`config.mk`:
```
export PLATFORM = sky130hd
export DESIGN_NAME = ladder_switch_debounce_classifier
export DESIGN_NICKNAME = d
export VERILOG_FILES = /design/src/hw/rtl/lsdc_pkg.sv /design/src/hw/rtl/lsdc_classify.sv /design/src/hw/rtl/lsdc_agree.sv /design/src/hw/rtl/lsdc_mode.sv /design/src/hw/rtl/ladder_switch_debounce_classifier.sv
export VERILOG_INCLUDE_DIRS = /design/src /design/src/hw/rtl
export SDC_FILE = /design/constraint.sdc
export NUM_CORES = 1
export LEC_CHECK = 0
export BUFFER_PORTS_ARGS = -buffer_cell sky130_fd_sc_hd__clkbuf_2
export CORE_MARGIN = 4
export CORE_UTILIZATION = 35
export DETAILED_ROUTE_END_ITERATION = 10
export PLACE_DENSITY_LB_ADDON = 0.3
export RECOVER_POWER = 50
export SYNTH_ARGS = -nofsm -noshare
export SYNTH_HDL_FRONTEND = slang
export SYNTH_SLANG_ARGS = --single-unit
```
`constraint.sdc`:
```
create_clock -name clk -period 9.8 [get_ports clk]
set_clock_uncertainty 0.15 [all_clocks]
set_input_delay 2.45 -clock clk [delete_from_list [all_inputs] [get_ports clk]]
set_output_delay 2.45 -clock clk [all_outputs]
set_load 0.005 [all_outputs]
```
`src/hw/rtl/ladder_switch_debounce_classifier_macros.svh`:
```
// Assertion macros for the ladder switch debounce classifier.
`ifndef LADDER_SWITCH_DEBOUNCE_CLASSIFIER_MACROS_SVH
`define LADDER_SWITCH_DEBOUNCE_CLASSIFIER_MACROS_SVH

`ifndef SYNTH
`define LSDC_ASSERT_IMP(name, ante, cons) \
  name: assert property (@(posedge clk) disable iff (rst) (ante) |-> (cons)) \
    else $error("lsdc assertion failed");
`define LSDC_ASSERT_NEXT(name, ante, cons) \
  name: assert property (@(posedge clk) disable iff (rst) (ante) |=> (cons)) \
    else $error("lsdc assertion failed");
`else
`define LSDC_ASSERT_IMP(name, ante, cons)
`define LSDC_ASSERT_NEXT(name, ante, cons)
`endif

`endif

```
`src/hw/rtl/lsdc_pkg.sv`:
```
// Shared types and codes for the ladder switch debounce classifier.
package lsdc_pkg;

  typedef enum logic [2:0] {
    CL_UNKNOWN = 3'd0,
    CL_OFF     = 3'd1,
    CL_AUTO    = 3'd2,
    CL_MANUAL  = 3'd3,
    CL_DISC    = 3'd4,
    CL_BUTTON  = 3'd5,
    CL_INVALID = 3'd6
  } class_t;

  typedef enum logic [2:0] {
    MODE_UNKNOWN = 3'd0,
    MODE_OFF     = 3'd1,
    MODE_AUTO    = 3'd2,
    MODE_MANUAL  = 3'd3,
    MODE_DISC    = 3'd4,
    MODE_INVALID = 3'd5
  } mode_t;

  typedef enum logic [1:0] {
    BTN_UNKNOWN  = 2'd0,
    BTN_RELEASED = 2'd1,
    BTN_SHORT    = 2'd2,
    BTN_LONG     = 2'd3
  } button_t;

  localparam logic [2:0] EV_NONE   = 3'd0;
  localparam logic [2:0] EV_OFF    = 3'd1;
  localparam logic [2:0] EV_AUTO   = 3'd2;
  localparam logic [2:0] EV_MANUAL = 3'd3;

  localparam logic [2:0] SYS_INACTIVE = 3'd0;
  localparam logic [2:0] SYS_ACC_ON   = 3'd1;
  localparam logic [2:0] SYS_PRE_OFF  = 3'd2;
  localparam logic [2:0] SYS_ACTIVE   = 3'd3;
  localparam logic [2:0] SYS_INSPECT  = 3'd4;

  typedef struct packed {
    logic [2:0]  system_state;
    logic        sample_valid;
    logic [9:0]  ladder_sample;
    logic [15:0] time_now;
  } in_item_t;

  typedef struct packed {
    mode_t      switch_mode;
    button_t    button_state;
    logic [7:0] press_change_count;
    logic       module_ok_event;
    logic [2:0] mode_event;
  } out_item_t;

  // Per-request control toward the agreement stage.
  typedef struct packed {
    logic clear;
    logic judge;
    logic sample_valid;
  } agree_ctl_t;

  // Per-request control toward the mode tracker.
  typedef struct packed {
    logic   clear;
    logic   fire;
    class_t cls;
  } confirm_t;

endpackage

```
`src/hw/rtl/lsdc_classify.sv`:
```
// Window classifier for the resistor ladder sample.
module lsdc_classify
  import lsdc_pkg::*;
(
  input  logic [9:0] ladder_sample,
  output class_t     cls
);

  localparam logic [9:0] BUTTON_HI = 10'd40;
  localparam logic [9:0] OFF_LO    = 10'd368;
  localparam logic [9:0] OFF_HI    = 10'd450;
  localparam logic [9:0] MANUAL_LO = 10'd573;
  localparam logic [9:0] MANUAL_HI = 10'd655;
  localparam logic [9:0] AUTO_LO   = 10'd778;
  localparam logic [9:0] AUTO_HI   = 10'd860;
  localparam logic [9:0] DISC_LO   = 10'd982;

  always_comb begin
    if (ladder_sample <= BUTTON_HI) begin
      cls = CL_BUTTON;
    end else if (ladder_sample >= OFF_LO && ladder_sample <= OFF_HI) begin
      cls = CL_OFF;
    end else if (ladder_sample >= MANUAL_LO && ladder_sample <= MANUAL_HI) begin
      cls = CL_MANUAL;
    end else if (ladder_sample >= AUTO_LO && ladder_sample <= AUTO_HI) begin
      cls = CL_AUTO;
    end else if (ladder_sample >= DISC_LO) begin
      cls = CL_DISC;
    end else begin
      cls = CL_INVALID;
    end
  end

endmodule

```
`src/hw/rtl/lsdc_agree.sv`:
```
// Class history and run counter that confirm a class after equal reads.
module lsdc_agree
  import lsdc_pkg::*;
#(
  parameter int AGREE_DEPTH = 5
) (
  input  logic       clk,
  input  logic       rst,
  input  agree_ctl_t ctl,
  input  class_t     cls,
  output logic       confirm
);

  localparam int RC_W = $clog2(AGREE_DEPTH + 1);
  localparam logic [RC_W-1:0] RC_FULL = RC_W'(AGREE_DEPTH);

  // Entry zero always equals the newest class, so only older entries are kept.
  class_t          hist      [1:AGREE_DEPTH-1];
  class_t          hist_cur  [1:AGREE_DEPTH-1];
  class_t          hist_next [1:AGREE_DEPTH-1];
  logic [RC_W-1:0] run_count;
  logic [RC_W-1:0] rc_cur;
  logic [RC_W-1:0] rc_bump;
  logic [RC_W-1:0] run_count_next;
  logic            same;

  always_comb begin
    for (int k = 1; k < AGREE_DEPTH; k++) begin
      hist_cur[k] = ctl.clear ? CL_UNKNOWN : hist[k];
    end
    rc_cur  = ctl.clear ? '0 : run_count;
    rc_bump = (rc_cur < RC_FULL) ? rc_cur + RC_W'(1) : rc_cur;
    same    = (rc_bump == RC_FULL);
    for (int k = 1; k < AGREE_DEPTH; k++) begin
      if (hist_cur[k] != cls) begin
        same = 1'b0;
      end
    end

    hist_next      = hist_cur;
    run_count_next = rc_cur;
    confirm        = 1'b0;
    if (ctl.judge) begin
      if (!ctl.sample_valid) begin
        run_count_next = '0;
      end else if (same) begin
        run_count_next = '0;
        confirm        = 1'b1;
      end else begin
        run_count_next = rc_bump;
        // Shift in the new class as far as the run has filled.
        hist_next[1] = cls;
        for (int k = 2; k < AGREE_DEPTH; k++) begin
          if (rc_bump >= RC_W'(k)) begin
            hist_next[k] = hist_cur[k-1];
          end
        end
      end
    end
  end

  always_ff @(posedge clk) begin
    if (rst) begin
      run_count <= '0;
      for (int k = 1; k < AGREE_DEPTH; k++) begin
        hist[k] <= CL_UNKNOWN;
      end
    end else begin
      run_count <= run_count_next;
      hist      <= hist_next;
    end
  end

endmodule

```
`src/hw/rtl/lsdc_mode.sv`:
```
// Held mode, record button tracking and event generation.
module lsdc_mode
  import lsdc_pkg::*;
(
  input  logic        clk,
  input  logic        rst,
  input  confirm_t    conf,
  input  logic [15:0] time_now,
  input  logic [15:0] long_press_time,
  output out_item_t   result
);

  mode_t       held_mode, held_cur, held_next, m;
  button_t     button_phase, phase_cur, phase_next;
  logic [15:0] press_start, ps_cur, ps_next, elapsed;
  logic [7:0]  change_counter, cnt_cur, cnt_next;
  logic        first_event_pending, fep_cur, fep_next;
  logic        mok;
  logic [2:0]  ev;

  always_comb begin
    held_cur  = conf.clear ? MODE_UNKNOWN : held_mode;
    phase_cur = conf.clear ? BTN_UNKNOWN : button_phase;
    ps_cur    = conf.clear ? 16'd0 : press_start;
    cnt_cur   = conf.clear ? 8'd0 : change_counter;
    fep_cur   = conf.clear ? 1'b1 : first_event_pending;

    held_next  = held_cur;
    phase_next = phase_cur;
    ps_next    = ps_cur;
    cnt_next   = cnt_cur;
    fep_next   = fep_cur;
    m          = held_cur;
    mok        = 1'b0;
    ev         = EV_NONE;
    elapsed    = time_now - ps_cur;

    if (conf.fire) begin
      if (conf.cls == CL_BUTTON) begin
        case (phase_cur)
          BTN_RELEASED: begin
            phase_next = BTN_SHORT;
            ps_next    = time_now;
            cnt_next   = cnt_cur + 8'd1;
          end
          BTN_SHORT: begin
            if (elapsed >= long_press_time) begin
              phase_next = BTN_LONG;
              ps_next    = 16'd0;
            end
          end
          default: begin
          end
        endcase
      end else begin
        case (conf.cls)
          CL_OFF:    m = MODE_OFF;
          CL_AUTO:   m = MODE_AUTO;
          CL_MANUAL: m = MODE_MANUAL;
          CL_DISC:   m = MODE_DISC;
          default:   m = MODE_INVALID;
        endcase
        if (phase_cur != BTN_RELEASED) begin
          cnt_next = cnt_cur + 8'd1;
        end
        phase_next = BTN_RELEASED;
        ps_next    = 16'd0;
      end

      if (m != held_cur) begin
        // Invalid mode is held silently.
        if (m != MODE_UNKNOWN && m != MODE_INVALID) begin
          if (fep_cur) begin
            fep_next = 1'b0;
            mok      = (m != MODE_DISC);
          end
          ev = m;
        end
        held_next = m;
      end
    end

    result.switch_mode        = held_next;
    result.button_state       = phase_next;
    result.press_change_count = cnt_next;
    result.module_ok_event    = mok;
    result.mode_event         = ev;
  end

  always_ff @(posedge clk) begin
    if (rst) begin
      held_mode           <= MODE_UNKNOWN;
      button_phase        <= BTN_UNKNOWN;
      press_start         <= 16'd0;
      change_counter      <= 8'd0;
      first_event_pending <= 1'b1;
    end else begin
      held_mode           <= held_next;
      button_phase        <= phase_next;
      press_start         <= ps_next;
      change_counter      <= cnt_next;
      first_event_pending <= fep_next;
    end
  end

endmodule

```
`src/hw/rtl/ladder_switch_debounce_classifier.sv`:
```
// Top level of the ladder switch debounce classifier.
// A request passes from the input register through classify/agree/mode to the result register.
// Throughput: one request per cycle while the result register is not stalled.
// A stalled result holds the input register, so intake stalls once both registers are full.
// Reset (rst, synchronous) clears all tracking state and sets long_press_time to 300.
// The configuration channel is always ready.
module ladder_switch_debounce_classifier
  import lsdc_pkg::*;
#(
  parameter int AGREE_DEPTH = 5
) (
  input  logic        clk,
  input  logic        rst,
  input  logic        in_valid,
  output logic        in_stall,
  input  in_item_t    in_data,
  output logic        out_valid,
  input  logic        out_stall,
  output out_item_t   out_data,
  input  logic        cfg_valid,
  output logic        cfg_ready,
  input  logic [15:0] cfg_data
);

  `include "ladder_switch_debounce_classifier_macros.svh"

  localparam logic [15:0] LONG_PRESS_RESET = 16'd300;

  in_item_t    s1_data;
  logic        s1_valid;
  logic        adv;
  logic        active;
  logic        prev_was_pre_off;
  logic [15:0] long_press_time;
  class_t      cls;
  logic        confirm;
  agree_ctl_t  agree_ctl;
  confirm_t    conf;
  out_item_t   result;
  logic        ev_seen;
  logic        ev_is_mode;

  assign cfg_ready = 1'b1;
  assign adv       = s1_valid && (!out_valid || !out_stall);
  assign in_stall  = s1_valid && !adv;

  assign active = (s1_data.system_state == SYS_ACC_ON) ||
                  (s1_data.system_state == SYS_PRE_OFF) ||
                  (s1_data.system_state == SYS_ACTIVE) ||
                  (s1_data.system_state == SYS_INSPECT);

  always_comb begin
    agree_ctl.clear        = adv && prev_was_pre_off && (s1_data.system_state == SYS_ACC_ON);
    agree_ctl.judge        = adv && active && (s1_data.system_state != SYS_INSPECT);
    agree_ctl.sample_valid = s1_data.sample_valid;
    conf.clear             = agree_ctl.clear;
    conf.fire              = confirm;
    conf.cls               = cls;
  end

  lsdc_classify u_classify (
    .ladder_sample (s1_data.ladder_sample),
    .cls           (cls)
  );

  lsdc_agree #(
    .AGREE_DEPTH (AGREE_DEPTH)
  ) u_agree (
    .clk     (clk),
    .rst     (rst),
    .ctl     (agree_ctl),
    .cls     (cls),
    .confirm (confirm)
  );

  lsdc_mode u_mode (
    .clk             (clk),
    .rst             (rst),
    .conf            (conf),
    .time_now        (s1_data.time_now),
    .long_press_time (long_press_time),
    .result          (result)
  );

  always_ff @(posedge clk) begin
    if (rst) begin
      long_press_time <= LONG_PRESS_RESET;
    end else if (cfg_valid && cfg_ready) begin
      long_press_time <= cfg_data;
    end
  end

  always_ff @(posedge clk) begin
    if (rst) begin
      prev_was_pre_off <= 1'b0;
    end else if (adv && active) begin
      prev_was_pre_off <= (s1_data.system_state == SYS_PRE_OFF);
    end
  end

  // Input register: load on accept, drop when the request moves on.
  always_ff @(posedge clk) begin
    if (rst) begin
      s1_valid <= 1'b0;
    end else if (in_valid && !in_stall) begin
      s1_valid <= 1'b1;
    end else if (adv) begin
      s1_valid <= 1'b0;
    end
  end

  always_ff @(posedge clk) begin
    if (in_valid && !in_stall) begin
      s1_data <= in_data;
    end
  end

  // Result register: hold while stalled.
  always_ff @(posedge clk) begin
    if (rst) begin
      out_valid <= 1'b0;
    end else if (adv) begin
      out_valid <= 1'b1;
    end else if (!out_stall) begin
      out_valid <= 1'b0;
    end
  end

  always_ff @(posedge clk) begin
    if (adv) begin
      out_data <= result;
    end
  end

  assign ev_seen    = out_valid && (out_data.mode_event != EV_NONE);
  assign ev_is_mode = (out_data.mode_event == EV_OFF) || (out_data.mode_event == EV_AUTO) ||
                      (out_data.mode_event == EV_MANUAL);

  `LSDC_ASSERT_IMP(a_event_matches_mode, ev_seen, out_data.mode_event == out_data.switch_mode)
  `LSDC_ASSERT_IMP(a_ok_only_on_mode, out_valid && out_data.module_ok_event, ev_is_mode)
  `LSDC_ASSERT_NEXT(a_advance_fills_output, adv, out_valid)

endmodule

```
Word-level counts from Yosys, hierarchy flattened
Cells that the tools add are included.
{ "op_classes": {"n_reduce_logical": 23, "magnitude_cmp": 13, "n_addsub": 3, "n_mux": 56, "eq_ne": 22} }
{ "ops": {"columns": ["operator", "count"], "rows": [
  ["$mux 16", 4],
  ["$mux 3", 21],
  ["$mux 8", 5],
  ["$mux 12", 3],
  ["$pmux 16 s2", 1],
  ["$ge 10x10->1 const B", 3],
  ["$le 10x10->1 const B", 2],
  ["$ge 16x16->1", 1],
  ["$sub 16x16->16", 1],
  ["$mux 1", 15],
  ["$ne 3x3->1", 5],
  ["$eq 3x2->1 const B", 4],
  ["$eq 3x3->1 const B", 4],
  ["$pmux 3 s4", 1],
  ["$logic_and 1x1->1", 11],
  ["$ge 10x9->1 const B", 1],
  ["$le 10x6->1 const B", 1],
  ["$le 10x9->1 const B", 1],
  ["$mux 2", 5],
  ["$ne 3x3->1 const B", 3],
  ["$add 8x1->8 const B", 1],
  ["$eq 3x1->1 const B", 2],
  ["$ge 3x2->1 const B", 2],
  ["$logic_not 1->1", 4],
  ["other kinds (12)", 16]
]} }
{ "word_totals": {"elab_cells": 140, "ff_bits": 111, "inputBits": 51} }

Longest topological paths before layout
Gate-level depths: netlist of run 1.
{ "logic_depth": {"word_depth": 22, "depth_mapped": 26, "mapped_depth_nobuf": 21} }

Cells and area by module
From an unflattened synthesis of run 1, not the netlist that was laid out.
{ "hier_totals": {"hier_cells": 590, "hier_area_um2": 5798.1} }
{ "modules_own_cells": {"columns": ["mod", "instances", "area_each_um2", "cells_per_inst", "seq_area_each_um2"], "rows": [
  ["lsdc_mode", 1, 2657.5, 345, 600.6],
  ["ladder_switch_debounce_classifier", 1, 2167.1, 122, 1791.7],
  ["lsdc_agree", 1, 808.3, 95, 300.3],
  ["lsdc_classify", 1, 165.2, 28, 0.0]
]} }

Worst setup path before layout of run 1
Ideal clock, no wire load.
{ "synth_path": {"path_type": "in2reg", "startpoint": "in out_stall", "endpoint": "reg u_mode.press_start[10]", "t_arrival_ps": 7040, "setup_ps": 75, "path_slack_ps": 2535, "cell_stages": 25, "cell_sequence": "a21bo_2 -> or3_1 -> clkbuf_1 -> buf_2 -> buf_1 -> clkbuf_1 -> nand2_1 -> ha_1 -> nor2b_1 -> o21a_1 -> o21ai_0 -> a211oi_1 -> o311ai_0 -> nand2b_1 -> a21oi_1 -> xnor2_1 -> ha_1 -> a21o_1 -> a21o_1 -> a221oi_1 -> o211ai_1 -> a21oi_1 -> o21ai_1 -> buf_2 -> o22ai_1"} }
{ "synth_between": {"elab_chain_cells": 17, "word_cells_on_any_way": 37, "cone_classes": "add/sub: 2; order compare: 2; eq/ne: 7; mux: 19; reduce/logical: 7"} }
{ "synth_lines": {"columns": ["element", "line", "rtl"], "rows": [
  ["start, declared", "ladder_switch_debounce_classifier.sv:18", "input logic out_stall,"],
  ["$logic_not 1->1 *", null, null],
  ["$logic_or 1x1->1 *", "ladder_switch_debounce_classifier.sv:44", "assign adv = s1_valid && (!out_valid || !out_stall);"],
  ["$logic_and 1x1->1 *", "ladder_switch_debounce_classifier.sv:44", null],
  ["parallel branches: the longest is 13 deep, another holds $sub 16x16->16", null, null],
  ["$mux 16 *", "lsdc_mode.sv:38", "if (conf.fire) begin"],
  ["end signal, assigned", "lsdc_mode.sv:100", "press_start <= ps_next;"],
  ["end, declared", "lsdc_mode.sv:15", "logic [15:0] press_start, ps_cur, ps_next, elapsed;"]
]} }
Every way passes the cells marked *.
A chain may end at the register's enable or synchronous reset.

Worst setup path in the final report of run 1
{ "layout_path": {"startpoint": "in out_stall", "endpoint": "reg u_mode.press_start[0]"} }
The elaborated chain is that of the path after synthesis.

==> results of run 1 <==
[metrics by stage]
stage | hold slack, ns | std cells | util, %
global route | 0.3663 | 901 | 40.83
detailed placement | 0.3209 | 885 | 38.96
global placement | 0.3059 | 885 | 38.96
CTS | 0.3300 | 901 | 40.97
finish | 0.3282 | 901 | 40.83
floorplan | 0.2917 | 610 | -
[routing by layer]
| layer | vias to the layer above | wire length, um | GRT usage (%) |
|---|---|---|---|
| met5 | - | 0 | 0 |
| met4 | 0 | 380 | 7.262 |
| met3 | 28 | 561 | 2.739 |
| met2 | 105 | 6253 | 24.08 |
| met1 | 2182 | 6232 | 19.35 |
| li1 | 2331 | - | - |
[flip-flops by register name, indices dropped and copies added, names as in the netlist, 2 cells and up]
name                   cells
u_agree.run_count          3
u_agree.hist              12
s1_data                   29
u_mode.held_mode           3
long_press_time           16
u_mode.button_phase        2
out_data                  17
u_mode.press_start        16
u_mode.change_counter      8
[worst register-to-register path, stage by stage (launching register included)]
cell       delay, ns
dfxtp_1         0.34
a21bo_2         0.26
or3_1           0.62
nand2_1         0.23
ha_1            0.24
nor2b_1         0.13
o21a_1          0.17
o21ai_0         0.24
a211oi_1        0.17
o311ai_0        0.56
o21ai_0         0.19
a21oi_1         0.22
xnor2_1         0.09
ha_1            0.30
and4_1          0.23
o2111ai_1       0.16
o211ai_1        0.25
a21oi_1         0.10
o21ai_1         0.84
o22ai_1         0.17
[synthesized netlist by cell type, drive strengths merged, types with 5 or more instances]
library cell | instances | area [um2]
o22ai | 18 | 118.9
nand2b | 6 | 37.54
or2 | 6 | 37.54
ha | 37 | 462.9
nor3 | 10 | 55.05
xor2 | 5 | 43.79
inv | 50 | 187.7
a21o | 8 | 60.06
o211ai | 6 | 45.04
nand3 | 7 | 35.03
buf | 8 | 45.04
edfxtp | 47 | 1411
and2 | 10 | 62.56
nand2 | 77 | 289.0
nor2b | 6 | 37.54
a211oi | 6 | 45.04
or3 | 9 | 61.31
o21ai | 22 | 113.9
o21a | 10 | 75.07
nand4 | 5 | 31.28
dfxtp | 64 | 1281
nor2 | 48 | 180.2
clkbuf | 11 | 41.29
nor4 | 6 | 43.79
xnor2 | 11 | 96.34
a21oi | 27 | 135.1
mux2i | 27 | 270.3
[worst max path at each step]
stage | from | endpoint | slack (ns)
2_1_floorplan | out_stall | u_mode.press_start[10] | 2.53
3_3_place_gp | out_stall | u_mode.press_start[1] | 2.10
3_5_place_dp | out_stall | u_mode.press_start[0] | 1.87
4_1_cts | out_stall | u_mode.press_start[0] | 2.24
5_1_grt | out_stall | u_mode.press_start[11] | 1.79
6_report | out_stall | u_mode.press_start[0] | 2.14
[where the power goes]
group / switching [mW] / internal (mW)
clock network: 0.173 / 0.230
logic: 0.0587 / 0.0446
registers: 0.0110 / 0.498
[cell type report]
class                      instances  area (um2)  share of cell area [%]
timing repair buffer              74       359.1                   5.323
tap                              220       275.3                   4.080
clock inverter                     5       57.56                  0.8531
sequential                       111        2693                   39.91
multi-input combinational        430        2899                   42.97
clock buffer                      11       275.3                   4.080
inverter                          50       187.7                   2.782
[cell families (layout without fill, tap and decap cells)]
group / after synthesis / count (layout) / share of synthesized area [%]
flip-flops: 111 / 111 / 45.92
buffers and inverters: 69 / 140 / 4.673
other: 1 / 1 / 0.06396
adder cells (fa/ha/maj): 38 / 38 / 8.237
AO/OA/AOI/OAI: 133 / 133 / 15.75
XOR/XNOR: 16 / 16 / 2.390
multiplexers: 29 / 29 / 4.994
AND/OR/NAND/NOR: 213 / 213 / 17.97
==> qor.txt, run 1 <==
Final Hold Fails = 0
CTS Root Cell = clkbuf_16
Initial Utilization = 35.48%
Initial antenna violation count = 0
Most common flop cell mapped by yosys = dfxtp_1
Count of cell types in the netlist = 71
CP peak stage delay = 0.84 ns
Hold Path Origin = u_agree.hist[2]
Final setup TNS = 0 ns
Type of the most critical hold path = reg -> reg
Cells after Synth = 610
Relative slew margins = -12.97%
RR Startpoint = s1_valid
Cell count of the worst hold path = 2
Failing checks = max-capacitance violations, max-slew violations
Final GP Congestion = 0.8993
Async S/R FF share, synth = 0%
Core area = 16520 um2
Syn avg cell area = 9.612 um2
Largest net degree at the start of global routing = 33
Yosys warns = 0
Crit path cell chain = clkbuf_1 -> a21bo_2 -> or3_1 -> nand2_1 -> ha_1 -> nor2b_1 -> o21a_1 -> o21ai_0 -> a211oi_1 -> o311ai_0 -> o21ai_0 -> a21oi_1 -> xnor2_1 -> ha_1 -> and4_1 -> o2111ai_1 -> o211ai_1 -> a21oi_1 -> o21ai_1 -> o22ai_1
CP Max Fanout = 19
Post-CTS setup buffer count = 0
GRT overflow = 0
Cts bufs inserted = 9
Final instance area = 6746 um2
CP startpoint kind = input pin
Final WS setup = 2.138 ns
Antenna diode count = 0
Commonest non-fill, non-tap cell in the layout = nand2_1
Row cnt = 47
R2R Setup Slk = 3.99 ns
Final nets = 765
Resized Gates After CTS = 0
RSZ-0062 raised after global routing = false
Worst EP required = 9.85 ns
Syn-to-layout area delta = 15.07%
Clock Sinks = 111
Die extent in y = 137.4 um
Worst-Skew Late Latency = 0.35 ns
Placed Area = 6437 um2
Final Setup Violations = 0
Maximum VDD drop = 0.00008882 V
Drt drc = 0
Share of layout cells above drive strength 1 = 13.66%
Levels on crit path = 20
Post-synth EDFFs = 47
Fill cells = 1624
Crit end category = flip-flop
Buffers and inverters on the worst path = 1
Post-route ant nets = 0
Cells on worst reg2reg path = 19
FMAX = 0.1305 GHz
Result of the run = complete, but fails checks
Post-Syn Nets = 699
Full die area = 18890 um2
Worst hold endpoint = u_agree.hist[2]
CP Class = in -> reg
Total Power = 1.015 mW
Seq/Total Area, Yosys = 45.92%
Pre-antenna DRT Iters = 4
Number of port buffers = 69
PD cells = 150.5 nW/um2
Worst-path clk slew = 0.07 ns
H-tree levels = 3
Post-place setup slack = 1.874 ns
Tmin final = 7.662 ns
Post-DP HPWL = 10220 um
Slowest CP cell = o21ai_1
Vias in the first global route = 4676
Drt via density = 5.156
# hold bufs at CTS = 0
Worst slew pin tran = 1.695 ns
CTS Buffer Depth = 2
Detailed-route via count = 4646
Total global-route track usage = 14.97%
Post-Route WL = 13430 um
Max-Cap Viols = 2
Max-slew violations = 64
Die width = 137.4 um
Ports = 71
Delay-heaviest family, CP = compound AO/OA/AOI/OAI gates
CTS tree = built
Tcrit/Tclk final = 78.18%
Yosys reg bits = 111
Post-DR wirelength/cell = 14.90 um
Initial DRC Count = 217
CP Data Arrival Time = 7.71 ns
Cell Area, Synth = 5863 um2
Static leakage = 2.780 nW
Reg2reg end = u_mode.press_start[0]
First-pass GRT wire length = 22390 um
Most frequent cells in the layout = nand2_1 (77), dfxtp_1 (64), clkbuf_2 (56), inv_1 (50), nor2_1 (48)
(Power assumes the default switching activity.)
==> inputs of run 2 (changes only) <==
--- a/config.mk
+++ b/config.mk
@@ -6,6 +6,7 @@
 export SDC_FILE = /design/constraint.sdc
 export NUM_CORES = 1
 export LEC_CHECK = 0
+export ABC_AREA = 1
 export BUFFER_PORTS_ARGS = -buffer_cell sky130_fd_sc_hd__clkbuf_2
 export CORE_MARGIN = 4
 export CORE_UTILIZATION = 35
==> constraint.sdc (replaced) <==
create_clock -name clk -period 7.18 [get_ports clk]
set_clock_uncertainty 0.15 [all_clocks]
set_input_delay 1.795 -clock clk [delete_from_list [all_inputs] [get_ports clk]]
set_output_delay 1.795 -clock clk [all_outputs]
set_load 0.005 [all_outputs]
==> run 2 against run 1 <==
The run still ends with max-capacitance violations, max-slew violations left; total power up 33%; sequential power up 36%; setup slack worse by 1.1 ns; die area up 8.4%; wire length up 12%.
==> qor.txt, run 2 <==
Result of the run = complete, but fails checks (unchanged)
Failing checks = max-capacitance violations, max-slew violations (unchanged)
Number of port buffers = 69 (unchanged)
Post-DP HPWL = 10740 um (was 10220 um)
# hold bufs at CTS = 0 (unchanged)
Post-route ant nets = 0 (unchanged)
RR Startpoint = out_valid (was s1_valid)
Worst slew pin tran = 1.780 ns (was 1.695 ns)
Post-Synth Simple-Gate Area = 22.70% (was 17.97%)
Initial antenna violation count = 0 (unchanged)
CP startpoint kind = input pin (unchanged)
Post-Synth XOR/XNOR Area = 2.331% (was 2.390%)
Most common flop cell mapped by yosys = dfxtp_1 (unchanged)
Post-CTS setup buffer count = 0 (unchanged)
Max reg flops = 29 (unchanged)
CTS Root Cell = clkbuf_16 (unchanged)
Post-Synth Adder-Cell Area = 7.560% (was 8.237%)
Largest net degree at the start of global routing = 36 (was 33)
Initial DRC Count = 461 (was 217)
First-pass GRT wire length = 24920 um (was 22390 um)
Reg2reg end = u_mode.press_start[4] (was u_mode.press_start[0])
Syn-to-layout area delta = 12.22% (was 15.07%)
Final GP Congestion = 0.8545 (was 0.8993)
Compound-cell area share of the yosys netlist = 15.80% (was 15.75%)
Antenna diode count = 0 (unchanged)
Final nets = 987 (was 765)
Worst EP required = 7.32 ns (was 9.85 ns)
Final instance count without filler cells = 1132 (was 901)
Post-synth top area cell = edfxtp_1 (unchanged)
FMAX = 0.1626 GHz
Post-DR wirelength/cell = 13.23 um (was 14.90 um)
Die extent in y = 143.1 um (was 137.4 um)
GRT overflow = 0 (unchanged)
Full die area = 20480 um2 (was 18890 um2)
Total global-route track usage = 15.13% (was 14.97%)
Worst hold endpoint = long_press_time[10] (was u_agree.hist[2])
RSZ-0062 raised after global routing = false (unchanged)
Largest family of logic cells by synthesized area = simple AND/OR/NAND/NOR gates (unchanged)
Final Setup Violations = 0 (unchanged)
Vias in the first global route = 5236 (was 4676)
Cell Area, Synth = 6389 um2 (was 5863 um2)
CP dominant cell by count = nand2_1
Worst-Skew Late Latency = 0.36 ns (was 0.35 ns)
Yosys warns = 0 (unchanged)
CP Max Fanout = 16 (was 19)
Die width = 143.1 um (was 137.4 um)
Detailed-route via count = 5524 (was 4646)
Post-synth EDFFs = 47 (unchanged)
Count of cell types in the netlist = 40 (was 71)
CP Class = in -> reg (unchanged)
Biggest regs = s1_data: 29 flops, out_data: 17 flops (unchanged)
Max-slew violations = 62 (was 64)
Drt via density = 4.880 (was 5.156)
Slowest CP cell = fa_1 (was o21ai_1)
Post-Syn Nets = 931 (was 699)
Commonest cells post-synth = nand2_1 (197), inv_1 (118), a21oi_1 (95) (was nand2_1 (77), dfxtp_1 (64), inv_1 (50))
Crit end category = flip-flop (unchanged)
Synth top area cells = edfxtp_1 (22%), dfxtp_1 (20%), nand2_1 (12%) (was edfxtp_1 (24%), dfxtp_1 (22%), ha_1 (7.9%))
Syn avg cell area = 7.587 um2 (was 9.612 um2)
Clock Sinks = 111 (unchanged)
CTS Buffer Depth = 2 (unchanged)
Tcrit/Tclk final = 85.67%
Mux contribution to synthesized area = 0% (was 4.994%)
Share of layout cells above drive strength 1 = 10.74% (was 13.66%)
Async S/R FF share, synth = 0% (unchanged)
Top-count cell post-synth = nand2_1 (unchanged)
H-tree levels = 3 (unchanged)
R2R Setup Slk = 2.24 ns (was 3.99 ns)
Pre-antenna DRT Iters = 5 (was 4)
Cells after Synth = 842 (was 610)
Worst-path clk slew = 0.08 ns (was 0.07 ns)
Cells on worst reg2reg path = 33 (was 19)
CTS tree = built (unchanged)
CP peak stage delay = 0.40 ns (was 0.84 ns)
Cts bufs inserted = 9 (unchanged)
Yosys reg bits = 111 (unchanged)
Max-Cap Viols = 2 (unchanged)
Row cnt = 49 (was 47)
Final setup TNS = 0 ns (unchanged)
Placed cells = 1116 (was 885)
Cell count of the worst hold path = 2 (unchanged)
Seq/Total Area, Yosys = 42.15% (was 45.92%)
Yosys top cell area share = 22.09% (was 24.07%)
PD cells = 187.9 nW/um2 (was 150.5 nW/um2)
Resized Gates After CTS = 0 (unchanged)
Final Hold Fails = 0 (unchanged)
Hold Path Origin = long_press_time[10] (was u_agree.hist[2])
Relative slew margins = -18.68% (was -12.97%)
Static leakage = 3.252 nW (was 2.780 nW)
CP Data Arrival Time = 6.29 ns (was 7.71 ns)
Tmin final = 6.151 ns
Ports = 71 (unchanged)
Post-Route WL = 14970 um (was 13430 um)
Core area = 17960 um2 (was 16520 um2)
Commonest non-fill, non-tap cell in the layout = nand2_1 (unchanged)
Drt drc = 0 (unchanged)
Most frequent cells in the layout = nand2_1 (199), inv_1 (118), a21oi_1 (95), dfxtp_1 (64) (was nand2_1 (77), dfxtp_1 (64), clkbuf_2 (56), inv_1 (50), nor2_1 (48))
Reg with most FFs = s1_data (unchanged)
Maximum VDD drop = 0.0001599 V (was 0.00008882 V)
Type of the most critical hold path = reg -> reg (unchanged)
Initial Utilization = 35.56% (was 35.48%)
run 2: changes by cell type in the layout (fill, tap and decap cells not counted), moves of 27 or more:
cell | before | now
a21oi_1 | 27 | 95
o21ai_0 | 19 | 60
nand3_1 | 7 | 35
mux2i_1 | 27 | 0
nand2_1 | 77 | 199
inv_1 | 50 | 118
run 2: stage by stage:
stage               area, um2  util (%)  hold slack (ns)  power [mW]  worst slack, ns
floorplan                6389         -           0.2853      0.8189            1.030
global placement         6915     38.50           0.3034      0.8721           0.9119
detailed placement       6915     38.50           0.3053      0.8741           0.7632
CTS                      7194     40.05           0.3190       1.365            1.117
global route             7169     39.91           0.3400       1.416           0.4316
finish                   7169     39.91           0.3115       1.347            1.029
run 2: critical path: cells and delay by family:
family,cells,cell delay [ns]
compound gates,7,1.30
fa+ha+maj,3,0.87
buf+inv,6,0.56
simple gates,18,1.76
run 2: cells by family after synthesis:
group | count (synthesis)
adder cells (fa/ha/maj) | 38
AO/OA/AOI/OAI | 186
other | 1
buffers and inverters | 152
XOR/XNOR | 17
flip-flops | 111
AND/OR/NAND/NOR | 337
run 2: worst max-delay path by stage:
stage | slack, ns | depth (start not counted) | end | start
floorplan | 1.03 | 35 | u_mode.press_start[10] | out_stall
global placement | 0.91 | 34 | u_mode.press_start[7] | out_stall
detailed placement | 0.76 | 34 | u_mode.press_start[12] | out_stall
CTS | 1.12 | 34 | u_mode.press_start[3] | out_stall
global route | 0.43 | 35 | u_mode.press_start[8] | out_stall
finish | 1.03 | 34 | u_mode.press_start[4] | out_stall
run 2: report_power, final:
part | leakage (nW) | internal [mW] | switching (mW)
sequential | 0.977 | 0.680 | 0.0129
clock | 0.136 | 0.242 | 0.248
combinational | 2.14 | 0.0597 | 0.104
run 2: area by class of cell:
class | count | area [um2]
inverter | 124 | 465.4
fill | 1882 | 10790
clock buffer | 10 | 229.0
multi-input combinational | 579 | 3090
sequential | 111 | 2693
tap | 229 | 286.5
clock inverter | 6 | 50.05
timing repair buffer | 73 | 355.3
run 2: routing by layer:
| metal | GRT usage, % | wire [um] | vias to the layer above |
|---|---|---|---|
| li1 | - | - | 2883 |
| met1 | 19.04 | 6657 | 2496 |
| met2 | 26.06 | 7387 | 124 |
| met3 | 2.646 | 645 | 21 |
| met4 | 5.403 | 283 | 0 |
| met5 | 0 | 0 | - |
